<file path="src/sgr_pkg.sv">
// shared types, constants and the 5x7 font table of the glyph row rasteriser
// no dependencies

package sgr_pkg;

  localparam int MAX_CHARS    = 32;
  localparam int ROW_PIXELS   = 400;
  localparam int ROW_BYTES    = 50;
  localparam int MAX_SCALE    = 8;
  localparam int SLOT_W       = $clog2(MAX_CHARS);
  localparam int PIX_PER_BYTE = 8;
  localparam int GLYPH_COLS   = 5;
  localparam int GLYPH_ROWS   = 7;
  localparam int CELL_COLS    = 6;

  // shared divider: 9-bit dividend, divisor up to 6 * MAX_SCALE
  localparam int DIV_W     = 9;
  localparam int DVSR_W    = 6;
  localparam int DIV_CNT_W = $clog2(DIV_W + 1);

  localparam int CFG_ADDR_W = 5;
  localparam int CFG_DATA_W = 32;
  localparam int REG_IDX_W  = 3;

  localparam logic [REG_IDX_W-1:0] REG_ORIGIN_X    = 3'd0;
  localparam logic [REG_IDX_W-1:0] REG_ORIGIN_Y    = 3'd1;
  localparam logic [REG_IDX_W-1:0] REG_TEXT_SCALE  = 3'd2;
  localparam logic [REG_IDX_W-1:0] REG_TEXT_LENGTH = 3'd3;
  localparam logic [REG_IDX_W-1:0] REG_INK_SETS    = 3'd4;

  localparam logic ACT_STORE  = 1'b0;
  localparam logic ACT_RENDER = 1'b1;

  typedef struct packed {
    logic [8:0] origin_x;
    logic [8:0] origin_y;
    logic [3:0] text_scale;
    logic [5:0] text_length;
    logic       ink_sets_bit;
  } sgr_cfg_t;

  typedef struct packed {
    logic              start;
    logic [DIV_W-1:0]  dividend;
    logic [DVSR_W-1:0] divisor;
  } div_req_t;

  typedef struct packed {
    logic              busy;
    logic              done;
    logic [DIV_W-1:0]  quotient;
    logic [DVSR_W-1:0] remainder;
  } div_rsp_t;

  // five column bytes, leftmost column in the top byte, bit 0 is the top glyph row
  function automatic logic [39:0] font_cols(input logic [7:0] code);
    logic [39:0] g;
    begin
      case (code)
        8'h2D: g = 40'h00_00_7E_00_00;
        8'h2E: g = 40'h00_00_40_00_00;
        8'h3A: g = 40'h00_36_00_36_00;
        8'h2F: g = 40'h08_08_14_22_41;
        8'h25: g = 40'h62_14_08_14_46;
        8'h30: g = 40'h3E_51_49_45_3E;
        8'h31: g = 40'h00_42_7F_40_00;
        8'h32: g = 40'h62_51_49_49_46;
        8'h33: g = 40'h22_49_49_49_36;
        8'h34: g = 40'h18_14_12_7F_10;
        8'h35: g = 40'h2F_49_49_49_31;
        8'h36: g = 40'h3E_49_49_49_32;
        8'h37: g = 40'h01_71_09_05_03;
        8'h38: g = 40'h36_49_49_49_36;
        8'h39: g = 40'h26_49_49_49_3E;
        8'h41: g = 40'h7E_11_11_11_7E;
        8'h42: g = 40'h7F_49_49_49_36;
        8'h43: g = 40'h3E_41_41_41_22;
        8'h44: g = 40'h7F_41_41_22_1C;
        8'h45: g = 40'h7F_49_49_49_41;
        8'h46: g = 40'h7F_09_09_09_01;
        8'h47: g = 40'h3E_41_49_49_7A;
        8'h48: g = 40'h7F_08_08_08_7F;
        8'h49: g = 40'h00_41_7F_41_00;
        8'h4A: g = 40'h20_40_41_3F_01;
        8'h4B: g = 40'h7F_08_14_22_41;
        8'h4C: g = 40'h7F_40_40_40_40;
        8'h4D: g = 40'h7F_02_0C_02_7F;
        8'h4E: g = 40'h7F_02_0C_10_7F;
        8'h4F: g = 40'h3E_41_41_41_3E;
        8'h50: g = 40'h7F_09_09_09_06;
        8'h51: g = 40'h3E_41_51_21_5E;
        8'h52: g = 40'h7F_09_19_29_46;
        8'h53: g = 40'h26_49_49_49_32;
        8'h54: g = 40'h01_01_7F_01_01;
        8'h55: g = 40'h3F_40_40_40_3F;
        8'h56: g = 40'h0F_30_40_30_0F;
        8'h57: g = 40'h3F_40_38_40_3F;
        8'h58: g = 40'h63_14_08_14_63;
        8'h59: g = 40'h07_08_70_08_07;
        8'h5A: g = 40'h61_51_49_45_43;
        8'h61: g = 40'h20_54_54_54_78;
        8'h62: g = 40'h7F_48_44_44_38;
        8'h63: g = 40'h38_44_44_44_20;
        8'h64: g = 40'h38_44_44_48_7F;
        8'h65: g = 40'h38_54_54_54_18;
        8'h66: g = 40'h08_7E_09_01_02;
        8'h67: g = 40'h0C_52_52_52_3E;
        8'h68: g = 40'h7F_08_04_04_78;
        8'h69: g = 40'h00_44_7D_40_00;
        8'h6A: g = 40'h20_40_44_3D_00;
        8'h6B: g = 40'h7F_10_28_44_00;
        8'h6C: g = 40'h00_41_7F_40_00;
        8'h6D: g = 40'h7C_04_18_04_78;
        8'h6E: g = 40'h7C_08_04_04_78;
        8'h6F: g = 40'h38_44_44_44_38;
        8'h70: g = 40'h7C_14_14_14_08;
        8'h71: g = 40'h08_14_14_18_7C;
        8'h72: g = 40'h7C_08_04_04_08;
        8'h73: g = 40'h48_54_54_54_20;
        8'h74: g = 40'h04_3F_44_40_20;
        8'h75: g = 40'h3C_40_40_20_7C;
        8'h76: g = 40'h1C_20_40_20_1C;
        8'h77: g = 40'h3C_40_30_40_3C;
        8'h78: g = 40'h44_28_10_28_44;
        8'h79: g = 40'h0C_50_50_50_3C;
        8'h7A: g = 40'h44_64_54_4C_44;
        default: g = '0;
      endcase
      return g;
    end
  endfunction

  function automatic logic glyph_bit(input logic [7:0] code, input logic [2:0] col,
                                     input logic [2:0] row);
    logic [39:0] cols;
    logic [7:0]  colbits;
    begin
      cols = font_cols(code);
      case (col)
        3'd0: colbits = cols[39:32];
        3'd1: colbits = cols[31:24];
        3'd2: colbits = cols[23:16];
        3'd3: colbits = cols[15:8];
        3'd4: colbits = cols[7:0];
        default: colbits = '0;
      endcase
      return colbits[row];
    end
  endfunction

endpackage

</file>
<file path="src/sgr_div_unit.sv">
// shared restoring divider, one quotient bit per cycle
// depends on sgr_pkg

module sgr_div_unit (
  input  logic              clk,
  input  logic              rst,
  input  sgr_pkg::div_req_t div_req,
  output sgr_pkg::div_rsp_t div_rsp
);
  import sgr_pkg::*;

  logic                 run;
  logic                 done;
  logic [DIV_CNT_W-1:0] cnt;
  logic [DVSR_W-1:0]    rem;
  logic [DIV_W-1:0]     quo;
  logic [DVSR_W-1:0]    dvsr;
  logic [DVSR_W:0]      trial;
  logic [DVSR_W:0]      diff;
  logic                 fits;

  assign trial = {rem, quo[DIV_W-1]};
  assign fits  = trial >= {1'b0, dvsr};
  assign diff  = trial - {1'b0, dvsr};

  always_ff @(posedge clk) begin
    if (rst) begin
      run  <= 1'b0;
      done <= 1'b0;
      cnt  <= '0;
    end else begin
      done <= 1'b0;
      if (div_req.start) begin
        run <= 1'b1;
        cnt <= '0;
      end else if (run) begin
        cnt <= cnt + DIV_CNT_W'(1);
        if (cnt == DIV_CNT_W'(DIV_W - 1)) begin
          run  <= 1'b0;
          done <= 1'b1;
        end
      end
    end
  end

  always_ff @(posedge clk) begin
    if (div_req.start) begin
      rem  <= '0;
      quo  <= div_req.dividend;
      dvsr <= div_req.divisor;
    end else if (run) begin
      rem <= fits ? diff[DVSR_W-1:0] : trial[DVSR_W-1:0];
      quo <= {quo[DIV_W-2:0], fits};
    end
  end

  assign div_rsp.busy      = run;
  assign div_rsp.done      = done;
  assign div_rsp.quotient  = quo;
  assign div_rsp.remainder = rem;

endmodule

</file>
<file path="config.mk">
export PLATFORM = sky130hd
export DESIGN_NAME = sgr_div_unit
export DESIGN_NICKNAME = d
export VERILOG_FILES = /design/src/sgr_pkg.sv /design/src/sgr_div_unit.sv
export SDC_FILE = /design/constraint.sdc
export NUM_CORES = 1
export LEC_CHECK = 0
export ABC_AREA = 0
export BUFFER_PORTS_ARGS = -buffer_cell sky130_fd_sc_hd__clkbuf_2
export CAP_MARGIN = 15
export CORE_ASPECT_RATIO = 1.1
export CORE_UTILIZATION = 45
export DETAILED_ROUTE_END_ITERATION = 6
export PLACE_DENSITY = 0.76
export SKIP_CTS_REPAIR_TIMING = 1
export SLEW_MARGIN = 30
export SYNTH_ARGS = -nofsm -noshare
export SYNTH_HDL_FRONTEND = slang
export SYNTH_SLANG_ARGS = --single-unit
</file>
<file path="constraint.sdc">
create_clock -name clk -period 2.8 [get_ports clk]
set_clock_uncertainty 0.15 [all_clocks]
set_input_delay 0.14 -clock clk [delete_from_list [all_inputs] [get_ports clk]]
set_output_delay 0.14 -clock clk [all_outputs]
set_load 0.005 [all_outputs]
</file>
==> out/qor.csv, run 1 <==
stage;metric;value;unit
clock_tree;Num CTS Buffers;3;
critical_path;family with the most delay on the worst path;compound AO/OA/AOI/OAI gates;
placement;gpl congestion;0.7779;
power;Logic pwr share;25.5;%
sta;Max Freq;0.4230;GHz
yosys;Seq cells post-synth;27;
clock_tree;clock-pin slew on the worst setup and hold paths;0.14;ns
yosys;Post-Synthesis Cells;129;
clock_tree;H-tree depth;1;
route;WL/cell;13.44;µm
placement;Setup WS pre-CTS;0.4386;ns
floorplan;Core Area;3022;µm²
power;Seq pwr share;54.7;%
sta;setup TNS;0;ns
yosys;share of the synthesized area in the top cell type;31.63;%
sta;Rel. slew slack;54.45;%
power;Psw;0.2554;mW
route;drt first pass iters;4;
yosys;Yosys cell types;33;
floorplan;I/O Pins;35;
critical_path;worst reg2reg path startpoint;rem[3];
grt;vias in the first global route;992;
sta;RSZ-0062 raised after global routing;false;
grt;GRT overflow;0;
power;Net Sw Frac;28.82;%
power;Leakage Power;0.7727;nW
cells_and_area;commonest non-fill, non-tap cell in the layout;clkbuf_2;
floorplan;starting density of the core;47.12;%
sta;Worst Setup Slack, final;0.4357;ns
cells_and_area;post-layout util;58.72;%
placement;Placed Area;1588;µm²
yosys;Area contributors post-synth;edfxtp_1, dfxtp_1, ha_1;
yosys;Ys Warns;0;
sta;WHS;0.2884;ns
critical_path;arrival time worst endpoint;2.46;ns
placement;port buffer count;34;
placement;placed cells;189;
cells_and_area;P&R area growth vs syn;24.60;%
yosys;Synth Area in XOR/XNOR;3.691;%
yosys;Seq/Total Area, Yosys;48.51;%
power;Internal Power;0.6308;mW
yosys;adder-cell share of the synthesized area;9.315;%
yosys;post-synthesis cell area;1424;µm²
critical_path;Setup CP Type;reg2reg;
hold_path;worst hold path stage count;2;
clock_tree;CTS sink cnt;27;
cells_and_area;Layout Nets;204;
yosys;Synthesized Nets;157;
power;Clock Power Share;19.8;%
critical_path;Crit-path slowest cell;or3_1;
sta;fin. max-slew vios;0;
sta;final worst-path cycle share;84.44;%
floorplan;die height;61.00;µm
floorplan;die area;3393;µm²
critical_path;CP Cell Sequence;ha_1 -> a21o_1 -> a211o_1 -> a41o_1 -> nor4bb_1 -> or3_1;
route;DR iter-0 viols;26;
cells_and_area;post-route cell area;1774;µm²
floorplan;Die Wd;55.63;µm
yosys;simple-gate share of the synthesized area;12.65;%
sta;fin crit period;2.364;ns
clock_tree;CTS tree;done;
critical_path;Buffers & Inverters on Critical Path;0;
route;drt total wl;2810;µm
power;Pwr Total;0.8862;mW
clock_tree;worst skew pair latency;0.34;ns
job;Max-Cap Viols;0;
critical_path;Required @ worst endpoint;2.89;ns
yosys;fraction of registers with async set/reset;0;%
critical_path;startpoint types;register;
critical_path;slowest stage delay, CP;0.38;ns
yosys;Post-synth EDFFs;15;
power;pwr dens;499.5;nW/µm²
hold_path;HP Class;in2reg;
grt;pin count of the biggest net entering global routing;33;
critical_path;FF-to-FF End;rem[1];
critical_path;R2R setup slack;0.44;ns
hold_path;hold endpoint;rem[3];
cells_and_area;layout cell share with drive strength beyond 1;27.43;%
critical_path;critical path depth;6;
sta;Final Setup Violations;0;
clock_tree;root buf cell;clkbuf_4;
power;VDD IR-drop max;0.2933;mV
route;Detail Route Antenna Nets;0;
critical_path;worst reg2reg path depth;6;
sta;Tightest Pin Transition;0.6823;ns
yosys;top_reg_cell synth;edfxtp_1;
yosys;area leader, netlist;edfxtp_1;
outcome;status;completed;
route;DR DRC count;0;
cells_and_area;Post-Layout Cell Count;209;
route;DR vias/cell;5.239;
hold_path;Hold Startpoint;div_req[15];
yosys;largest family of logic cells by synthesized area;simple AND/OR/NAND/NOR gates;
sta;Hold Vio Cnt, Final;0;
yosys;Synth Area in Compound Gates;8.787;%
grt;GRT Resource Usage Total;16.16;%
cells_and_area;most frequent cells in the layout;clkbuf_2, dlygate4sd3_1, edfxtp_1;
grt;initial antenna violation count;0;
cells_and_area;ANT cells;0;
clock_tree;Clock Path Buffers;2;
critical_path;Worst setup EP type;register;
grt;first-pass GRT wire length;4174;µm
route;DR vias;1095;
floorplan;Row Count;21;
yosys;mean area per synthesized cell;11.04;µm²
critical_path;CP max FO;10;
yosys;mux cell area share after synthesis;10.72;%
placement;DP HPWL;1850;µm
cells_and_area;fill count;259;
## synth_stat cells, types with 2 or more instances
cell	count
a211oi_1	4
a21oi_1	5
buf_4	3
clkbuf_1	4
dfxtp_1	12
edfxtp_1	15
ha_1	9
inv_1	11
mux2_2	10
mux2i_1	4
nand2_1	5
nand2b_1	2
nor2_1	10
nor2b_1	2
nor3_1	5
nor3b_1	3
o21ai_0	4
or3_1	2
xnor2_1	2
xor2_1	4
## power groups by stage
| stage | combinational [mW] | sequential [mW] | clock, mW |
|---|---|---|---|
| 2_1_floorplan | 0.154 | 0.486 | 0 |
| 3_3_place_gp | 0.199 | 0.493 | 0 |
| 3_5_place_dp | 0.207 | 0.494 | 0 |
| 4_1_cts | 0.207 | 0.486 | 0.182 |
| 5_1_grt | 0.252 | 0.491 | 0.194 |
| 6_report | 0.226 | 0.485 | 0.175 |
## registers in the layout (all words and copies together) (netlist names)
signal  count
quo         9
dvsr        6
rem         6
cnt         4
done        1
run         1
## routing by layer
metal	wire, µm	vias to the layer above	track usage [%]	share of wire (%)
li1	-	544	-	-
met1	1229	519	18.61	44
met2	1419	27	27.71	50
met3	94	5	2.985	3.3
met4	66	0	11.79	2.3
met5	0	-	0	0
## area by class of cell
type | instances | area, µm² | area share (%)
sequential | 27 | 690.7 | 38.93
tap | 34 | 42.54 | 2.398
clock buffer | 4 | 26.28 | 1.481
inverter | 11 | 41.29 | 2.327
multi-input combinational | 83 | 643.1 | 36.25
timing repair buffer | 50 | 330.3 | 18.62
## worst max-delay path by stage
stage | slack, ns | start | end
2_1_floorplan | 0.61 | rem[3] | rem[1]
3_3_place_gp | 0.54 | rem[3] | rem[1]
3_5_place_dp | 0.44 | rem[3] | rem[1]
4_1_cts | 0.42 | rem[3] | rem[1]
5_1_grt | 0.34 | dvsr[4] | rem[1]
6_report | 0.44 | rem[3] | rem[1]
## cells by family after synthesis
kind of cell | count (synthesis)
simple gates | 34
flops | 27
compound gates | 19
buf+inv | 19
mux | 14
fa+ha+maj | 10
xor+xnor | 6
Note: power is estimated with default switching activity, not from simulation.
==> run 2: changes to the inputs <==
--- a/config.mk
+++ b/config.mk
@@ -5,13 +5,13 @@
 export SDC_FILE = /design/constraint.sdc
 export NUM_CORES = 1
 export LEC_CHECK = 0
-export ABC_AREA = 0
+export ABC_AREA = 1
 export BUFFER_PORTS_ARGS = -buffer_cell sky130_fd_sc_hd__clkbuf_2
 export CAP_MARGIN = 15
 export CORE_ASPECT_RATIO = 1.1
 export CORE_UTILIZATION = 45
 export DETAILED_ROUTE_END_ITERATION = 6
-export PLACE_DENSITY = 0.76
+export PLACE_DENSITY = 0.78
 export SKIP_CTS_REPAIR_TIMING = 1
 export SLEW_MARGIN = 30
 export SYNTH_ARGS = -nofsm -noshare
==> constraint.sdc (replaced) <==
create_clock -name clk -period 2.1 [get_ports clk]
set_clock_uncertainty 0.15 [all_clocks]
set_input_delay 0.105 -clock clk [delete_from_list [all_inputs] [get_ports clk]]
set_output_delay 0.105 -clock clk [all_outputs]
set_load 0.005 [all_outputs]
==> run 2 against run 1 <==
Against the previous run:
- non-clock buffer count unchanged
- power up 34%
- critical path type unchanged
- final area up 4.6%
- sequential share of layout area down 1.7 points
- sequential cell count unchanged
- global-route usage up 0.60 points
- die area up 3.9%
- worst setup slack worse by 0.19 ns
- via count up 16%
- highest routed layer unchanged
==> out/qor.csv, run 2 <==
stage;metric;value;unit;change
critical_path;startpoint types;register;;
cells_and_area;largest register by flop count;quo;;
critical_path;CP Cell Sequence;inv_1 -> ha_1 -> fa_1 -> nand3b_1 -> nand4_1 -> nand3_1 -> nand3_1 -> nand2_1;;
route;DR iter-0 viols;42;;+62%
critical_path;FF-to-FF End;rem[4];;
clock_tree;CTS sink cnt;27;;unchanged
placement;Placed Area;1679;µm²;+5.8%
yosys;Yosys cell types;25;;-24%
clock_tree;CTS tree;done;;
job;Max-Cap Viols;0;;unchanged
yosys;Post-Synthesis Cells;178;;+38%
yosys;Post-synth EDFFs;15;;unchanged
cells_and_area;post-layout util;59.85;%;+1.1 points
route;DR DRC count;0;;unchanged
clock_tree;worst skew pair latency;0.32;ns;-0.02 ns
grt;GRT overflow;0;;unchanged
clock_tree;clock-pin slew on the worst setup and hold paths;0.13;ns;about the same
sta;Hold Vio Cnt, Final;0;;unchanged
critical_path;arrival time worst endpoint;1.95;ns;-0.51 ns
yosys;simple-gate share of the synthesized area;30.32;%;+18 points
yosys;Ys Warns;0;;unchanged
power;Net Sw Frac;30.78;%;+2.0 points
sta;Final Setup Violations;0;;unchanged
floorplan;I/O Pins;35;;unchanged
clock_tree;Clock Path Buffers;2;;unchanged
yosys;Seq cells post-synth;27;;unchanged
sta;setup TNS;0;ns;unchanged
clock_tree;root buf cell;clkbuf_4;;
yosys;synth cell count leaders;nand2_1, inv_1, nand3_1;;
sta;final worst-path cycle share;88.54;%;+4.1 points
yosys;Synth Area in Compound Gates;4.054;%;-4.7 points
power;VDD IR-drop max;0.4525;mV;+54%
critical_path;worst reg2reg path startpoint;quo[8];;
power;Logic pwr share;27.6;%;+2.1 points
cells_and_area;fill count;290;;+12%
grt;vias in the first global route;1081;;+9.0%
placement;gpl congestion;0.9262;;+19%
floorplan;die area;3526;µm²;+3.9%
critical_path;Required @ worst endpoint;2.19;ns;-0.70 ns
yosys;Area contributors post-synth;edfxtp_1, dfxtp_1, nand2_1;;
yosys;Synthesized Nets;206;;+31%
route;DR vias;1270;;+16%
yosys;mean area per synthesized cell;8.323;µm²;-25%
critical_path;CP max FO;3;;-7
floorplan;Die Wd;56.71;µm;+1.9%
hold_path;hold endpoint;quo[0];;
yosys;share of the synthesized area in the top cell type;30.41;%;-1.2 points
yosys;post-synthesis cell area;1481;µm²;+4.0%
yosys;adder-cell share of the synthesized area;8.953;%;-0.36 points
floorplan;Core Area;3100;µm²;+2.6%
route;WL/cell;11.38;µm;-15%
critical_path;Crit-path slowest cell;fa_1;;
hold_path;Hold Startpoint;div_req[6];;
cells_and_area;commonest non-fill, non-tap cell in the layout;nand2_1;;
route;drt total wl;2982;µm;+6.1%
hold_path;worst hold path stage count;3;;+1
yosys;most instantiated library cell after synthesis;nand2_1;;
sta;fin crit period;1.859;ns;-0.5050 ns
yosys;area leader, netlist;edfxtp_1;;
sta;RSZ-0062 raised after global routing;false;;
cells_and_area;P&R area growth vs syn;25.25;%;
hold_path;HP Class;in2reg;;
cells_and_area;Largest regs;quo: 9 flops, dvsr: 6 flops, rem: 6 flops;;
yosys;top_reg_cell synth;edfxtp_1;;
cells_and_area;ANT cells;0;;unchanged
power;Seq pwr share;53.6;%;-1.1 points
grt;pin count of the biggest net entering global routing;20;;-39%
cells_and_area;most frequent cells in the layout;nand2_1, clkbuf_2, inv_1;;
sta;Rel. slew slack;72.89;%;+18 points
power;Clock Power Share;18.8;%;-1.0 points
sta;fin. max-slew vios;0;;unchanged
power;Internal Power;0.8243;mW;+31%
cells_and_area;post-route cell area;1856;µm²;+4.6%
yosys;largest family of logic cells by synthesized area;simple AND/OR/NAND/NOR gates;;
floorplan;Row Count;21;;unchanged
grt;first-pass GRT wire length;4588;µm;+9.9%
grt;GRT Resource Usage Total;16.76;%;+0.60 points
yosys;mux cell area share after synthesis;0;%;-11 points
route;Detail Route Antenna Nets;0;;unchanged
cells_and_area;FF+latch area;690.7;µm²;unchanged
critical_path;Crit path top cell by count;nand3_1;;
cells_and_area;layout cell share with drive strength beyond 1;21.05;%;-6.4 points
floorplan;starting density of the core;47.78;%;+0.66 points
critical_path;R2R setup slack;0.24;ns;-0.19 ns
cells_and_area;Multi-input gate area;659.4;µm²;+2.5%
critical_path;Worst setup EP type;register;;
grt;initial antenna violation count;0;;unchanged
clock_tree;H-tree depth;1;;unchanged
cells_and_area;Layout Nets;257;;+26%
yosys;Seq/Total Area, Yosys;46.62;%;-1.9 points
critical_path;slowest stage delay, CP;0.40;ns;+0.02 ns
route;DR vias/cell;4.847;;-7.5%
power;pwr dens;641.8;nW/µm²;+28%
floorplan;die height;62.18;µm;+1.9%
cells_and_area;max reg flops;9;;unchanged
sta;Tightest Pin Transition;0.4052;ns;-0.2771 ns
power;Psw;0.3665;mW;+44%
route;drt first pass iters;6;;+2
clock_tree;Num CTS Buffers;3;;unchanged
critical_path;Setup CP Type;reg2reg;;
outcome;status;completed;;
sta;Max Freq;0.5378;GHz;+27%
placement;DP HPWL;2158;µm;+17%
yosys;Synth Area in XOR/XNOR;1.182;%;-2.5 points
yosys;fraction of registers with async set/reset;0;%;unchanged
critical_path;worst reg2reg path depth;8;;+2
power;Leakage Power;0.9591;nW;+24%
placement;port buffer count;34;;unchanged
## run 2: cell types whose count changed after synthesis, sizes merged, moves of 3 or more
cell,change
nand2,+56
inv,+18
nand3,+18
mux2,-10
nor3,-5
a211oi,-4
mux2i,-4
nor3b,-3
xor2,-3
## run 2: worst max path at each step
stage,start,end,slack [ns],cells past startpoint
finish,quo[8],rem[4],0.24,8
detailed placement,quo[8],rem[4],0.25,8
global placement,quo[8],rem[4],0.30,8
floorplan,quo[8],rem[4],0.43,8
global route,quo[8],rem[4],0.13,8
CTS,quo[8],rem[4],0.22,8
## run 2: stage by stage
step | total power [mW] | hold slack (ns) | setup WS [ns] | instances
after floorplan | 0.8618 | 0.02407 | 0.4275 | 178
after global placement | 0.9494 | 0.1349 | 0.2964 | 243
after detailed placement | 0.9585 | 0.1336 | 0.2521 | 243
after CTS | 1.173 | -0.2104 | 0.2221 | 247
after global routing | 1.262 | 0.003013 | 0.1335 | 262
final | 1.191 | 0.0009688 | 0.2407 | 262
## run 2: worst max-delay path: cells and delay by family, from the launching register on
family | cells | cell delay, ns
and+or+nand+nor | 5 | 0.54
buffers and inverters | 1 | 0.08
adders and majority gates | 2 | 0.61
DFF | 1 | 0.39
## run 2: metal layers
metal | global-route usage [%] | up-vias | share of wire [%]
met5 | 0 | - | 0
met4 | 7.500 | 0 | 1.6
met3 | 2.500 | 5 | 3.4
met2 | 27.53 | 25 | 49
met1 | 21.64 | 573 | 46
li1 | - | 667 | -
## run 2: area by class of cell
cell class | instances | share of cell area [%]
Tap cell | 34 | 2.293
Sequential cell | 27 | 37.22
Clock buffer | 4 | 1.416
Multi-Input combinational cell | 118 | 35.54
Inverter | 29 | 5.866
Timing Repair Buffer | 50 | 17.67
## run 2: cells by family after synthesis
logic type,after synthesis
buffers and inverters,33
and+or+nand+nor,95
AOI/OAI and AO/OA,11
adders and majority gates,10
DFF,27
xor gates and xnor gates,2
## run 2: power groups by stage
stage / combinational, mW / sequential (mW) / clock [mW]
after global placement: 0.301 / 0.648 / 0
after global routing: 0.368 / 0.645 / 0.249
after floorplan: 0.216 / 0.646 / 0
after CTS: 0.309 / 0.638 / 0.227
final: 0.329 / 0.638 / 0.224
after detailed placement: 0.309 / 0.650 / 0
==> run 3: changes to the inputs <==
--- a/config.mk
+++ b/config.mk
@@ -6,9 +6,9 @@
 export NUM_CORES = 1
 export LEC_CHECK = 0
 export ABC_AREA = 1
-export BUFFER_PORTS_ARGS = -buffer_cell sky130_fd_sc_hd__clkbuf_2
+export BUFFER_PORTS_ARGS = -buffer_cell sky130_fd_sc_hd__buf_2
 export CAP_MARGIN = 15
-export CORE_ASPECT_RATIO = 1.1
+export CORE_ASPECT_RATIO = 1.4
 export CORE_UTILIZATION = 45
 export DETAILED_ROUTE_END_ITERATION = 6
 export PLACE_DENSITY = 0.78
==> run 3 against run 2 <==
Against the previous run:
- global-route usage grew 0.77 points
- final area grew 1.8%
- power up 5.5%
- non-clock buffer count rose by 1
- core utilization rose by 0.61 points
- combinational power rose by 2%
- via count increased by 0.79%
- critical endpoint unchanged
- largest cell class unchanged
==> out/qor.csv, run 3 (synthesized netlist as in run 2, its figures left out) <==
stage;metric;value;unit;change
outcome;status;completed;;
grt;vias in the first global route;1077;;-0.37%
cells_and_area;Largest regs;quo: 9 flops, dvsr: 6 flops, rem: 6 flops;;
route;DR DRC count;0;;unchanged
clock_tree;Clock Path Buffers;2;;unchanged
critical_path;Critical Path Start;quo[8];;
critical_path;arrival time worst endpoint;1.86;ns;-0.09 ns
power;VDD IR-drop max;0.4042;mV;-11%
clock_tree;H-tree depth;1;;unchanged
cells_and_area;Layout Nets;258;;+0.39%
sta;Tightest Pin Transition;0.4414;ns;+0.03617 ns
sta;WHS;0.07834;ns;+0.07737 ns
power;Seq pwr share;50.6;%;-3.0 points
floorplan;Row Count;24;;+14%
cells_and_area;most frequent cells in the layout;nand2_1, buf_2, inv_1;;
power;Net Sw Frac;29.27;%;-1.5 points
route;WL/cell;11.56;µm;+1.5%
clock_tree;Num CTS Buffers;3;;unchanged
critical_path;worst reg2reg path depth;9;;+1
sta;Final Setup Violations;0;;unchanged
grt;initial antenna violation count;0;;unchanged
critical_path;FF-to-FF End;rem[4];;
sta;Rel. slew slack;70.47;%;-2.4 points
route;DR iter-0 viols;39;;-7.1%
cells_and_area;largest register by flop count;quo;;
sta;RSZ-0062 raised after global routing;false;;
route;DR vias/cell;4.776;;-1.5%
power;pwr dens;665.3;nW/µm²;+3.7%
clock_tree;root buf cell;clkbuf_8;;
clock_tree;CTS tree;done;;
power;Leakage Power;0.9739;nW;+1.5%
critical_path;R2R setup slack;0.32;ns;+0.08 ns
power;Clock Power Share;22.7;%;+3.9 points
power;Pwr Total;1.256;mW;+5.5%
sta;Max Freq;0.5605;GHz;+4.2%
clock_tree;CTS sink cnt;27;;unchanged
placement;gpl congestion;0.8131;;-12%
cells_and_area;post-layout util;60.46;%;+0.61 points
cells_and_area;max reg flops;9;;unchanged
sta;final worst-path cycle share;84.95;%;-3.6 points
cells_and_area;commonest non-fill, non-tap cell in the layout;nand2_1;;
hold_path;HP Class;in2reg;;
route;Detail Route Antenna Nets;0;;unchanged
floorplan;I/O Pins;35;;unchanged
route;drt first pass iters;4;;-2
clock_tree;clock-pin slew on the worst setup and hold paths;0.09;ns;-0.04 ns
floorplan;die height;69.89;µm;+12%
grt;pin count of the biggest net entering global routing;20;;unchanged
grt;GRT overflow;0;;unchanged
cells_and_area;layout cell share with drive strength beyond 1;21.40;%;+0.34 points
grt;GRT Resource Usage Total;17.53;%;+0.77 points
critical_path;CP max FO;3;;unchanged
route;drt total wl;3097;µm;+3.9%
power;Psw;0.3676;mW;+0.30%
job;Max-Cap Viols;0;;unchanged
grt;first-pass GRT wire length;4657;µm;+1.5%
sta;fin. max-slew vios;0;;unchanged
critical_path;startpoint types;register;;
critical_path;worst reg2reg path startpoint;quo[8];;
placement;port buffer count;34;;unchanged
floorplan;Core Area;3123;µm²;+0.73%
sta;fin crit period;1.784;ns;-0.07523 ns
route;DR vias;1280;;+0.79%
power;Internal Power;0.8885;mW;+7.8%
floorplan;die area;3528;µm²;about the same
power;Logic pwr share;26.6;%;-1.0 points
floorplan;Die Wd;50.49;µm;-11%
placement;DP HPWL;2166;µm;+0.38%
cells_and_area;ANT cells;0;;unchanged
cells_and_area;P&R area growth vs syn;27.45;%;
critical_path;Required @ worst endpoint;2.17;ns;-0.02 ns
sta;Hold Vio Cnt, Final;0;;unchanged
sta;setup TNS;0;ns;unchanged
floorplan;starting density of the core;47.44;%;-0.34 points
critical_path;Setup CP Type;reg2reg;;
critical_path;Worst setup EP type;register;;
clock_tree;worst skew pair latency;0.27;ns;-0.05 ns
critical_path;Setup crit end;rem[4];;
run 3: cell types whose count changed in the layout (fill, tap and decap cells not counted), sizes merged:
cell    delta
buf       +35
clkbuf    -34
run 3: layer usage:
| layer | GRT usage [%] | routed length (µm) | up-vias |
|---|---|---|---|
| met5 | 0 | 0 | - |
| met4 | 7.407 | 52 | 0 |
| met3 | 1.961 | 73 | 5 |
| met2 | 30.81 | 1729 | 21 |
| met1 | 21.07 | 1241 | 588 |
| li1 | - | - | 666 |
run 3: area by class of cell:
class                      count  area [µm²]
inverter                      29       108.9
fill                         284        1235
multi-input combinational    118       659.4
sequential                    27       690.7
clock buffer                   4       45.04
timing repair buffer          51       335.3
tap                           39       48.80
run 3: worst min-delay path by stage:
stage / start / to / slack, ns / cells past startpoint
finish: div_req[6] / quo[0] / 0.08 / 3
global route: div_req[6] / quo[0] / 0.05 / 3
CTS: div_req[4] / dvsr[4] / -0.15 / 1
detailed placement: div_req[3] / dvsr[3] / 0.13 / 1
global placement: div_req[3] / dvsr[3] / 0.13 / 1
floorplan: rst / run / 0.02 / 1
run 3: worst max-delay path, cell delays in order, from the launching register on:
cell and delay, ns:
edfxtp_1 0.35, inv_1 0.08, ha_1 0.21, fa_1 0.41
nand3b_1 0.20, nand3_1 0.09, nand2_1 0.05, nand3_1 0.07
nand3_1 0.06, nand2_1 0.07
run 3: power groups by stage:
stage	combinational (mW)	sequential [mW]	clock [mW]
floorplan	0.216	0.646	0
global placement	0.308	0.647	0
detailed placement	0.313	0.647	0
CTS	0.314	0.636	0.293
global route	0.377	0.642	0.320
finish	0.335	0.636	0.286
run 3: through the flow:
stage	worst slack [ns]	cell area (µm²)	cells
2_1_floorplan	0.4275	1481	178
6_report	0.3160	1888	268
5_1_grt	0.1809	1888	268
4_1_cts	0.2993	1738	253
3_3_place_gp	0.3195	1693	249
3_5_place_dp	0.3123	1693	249
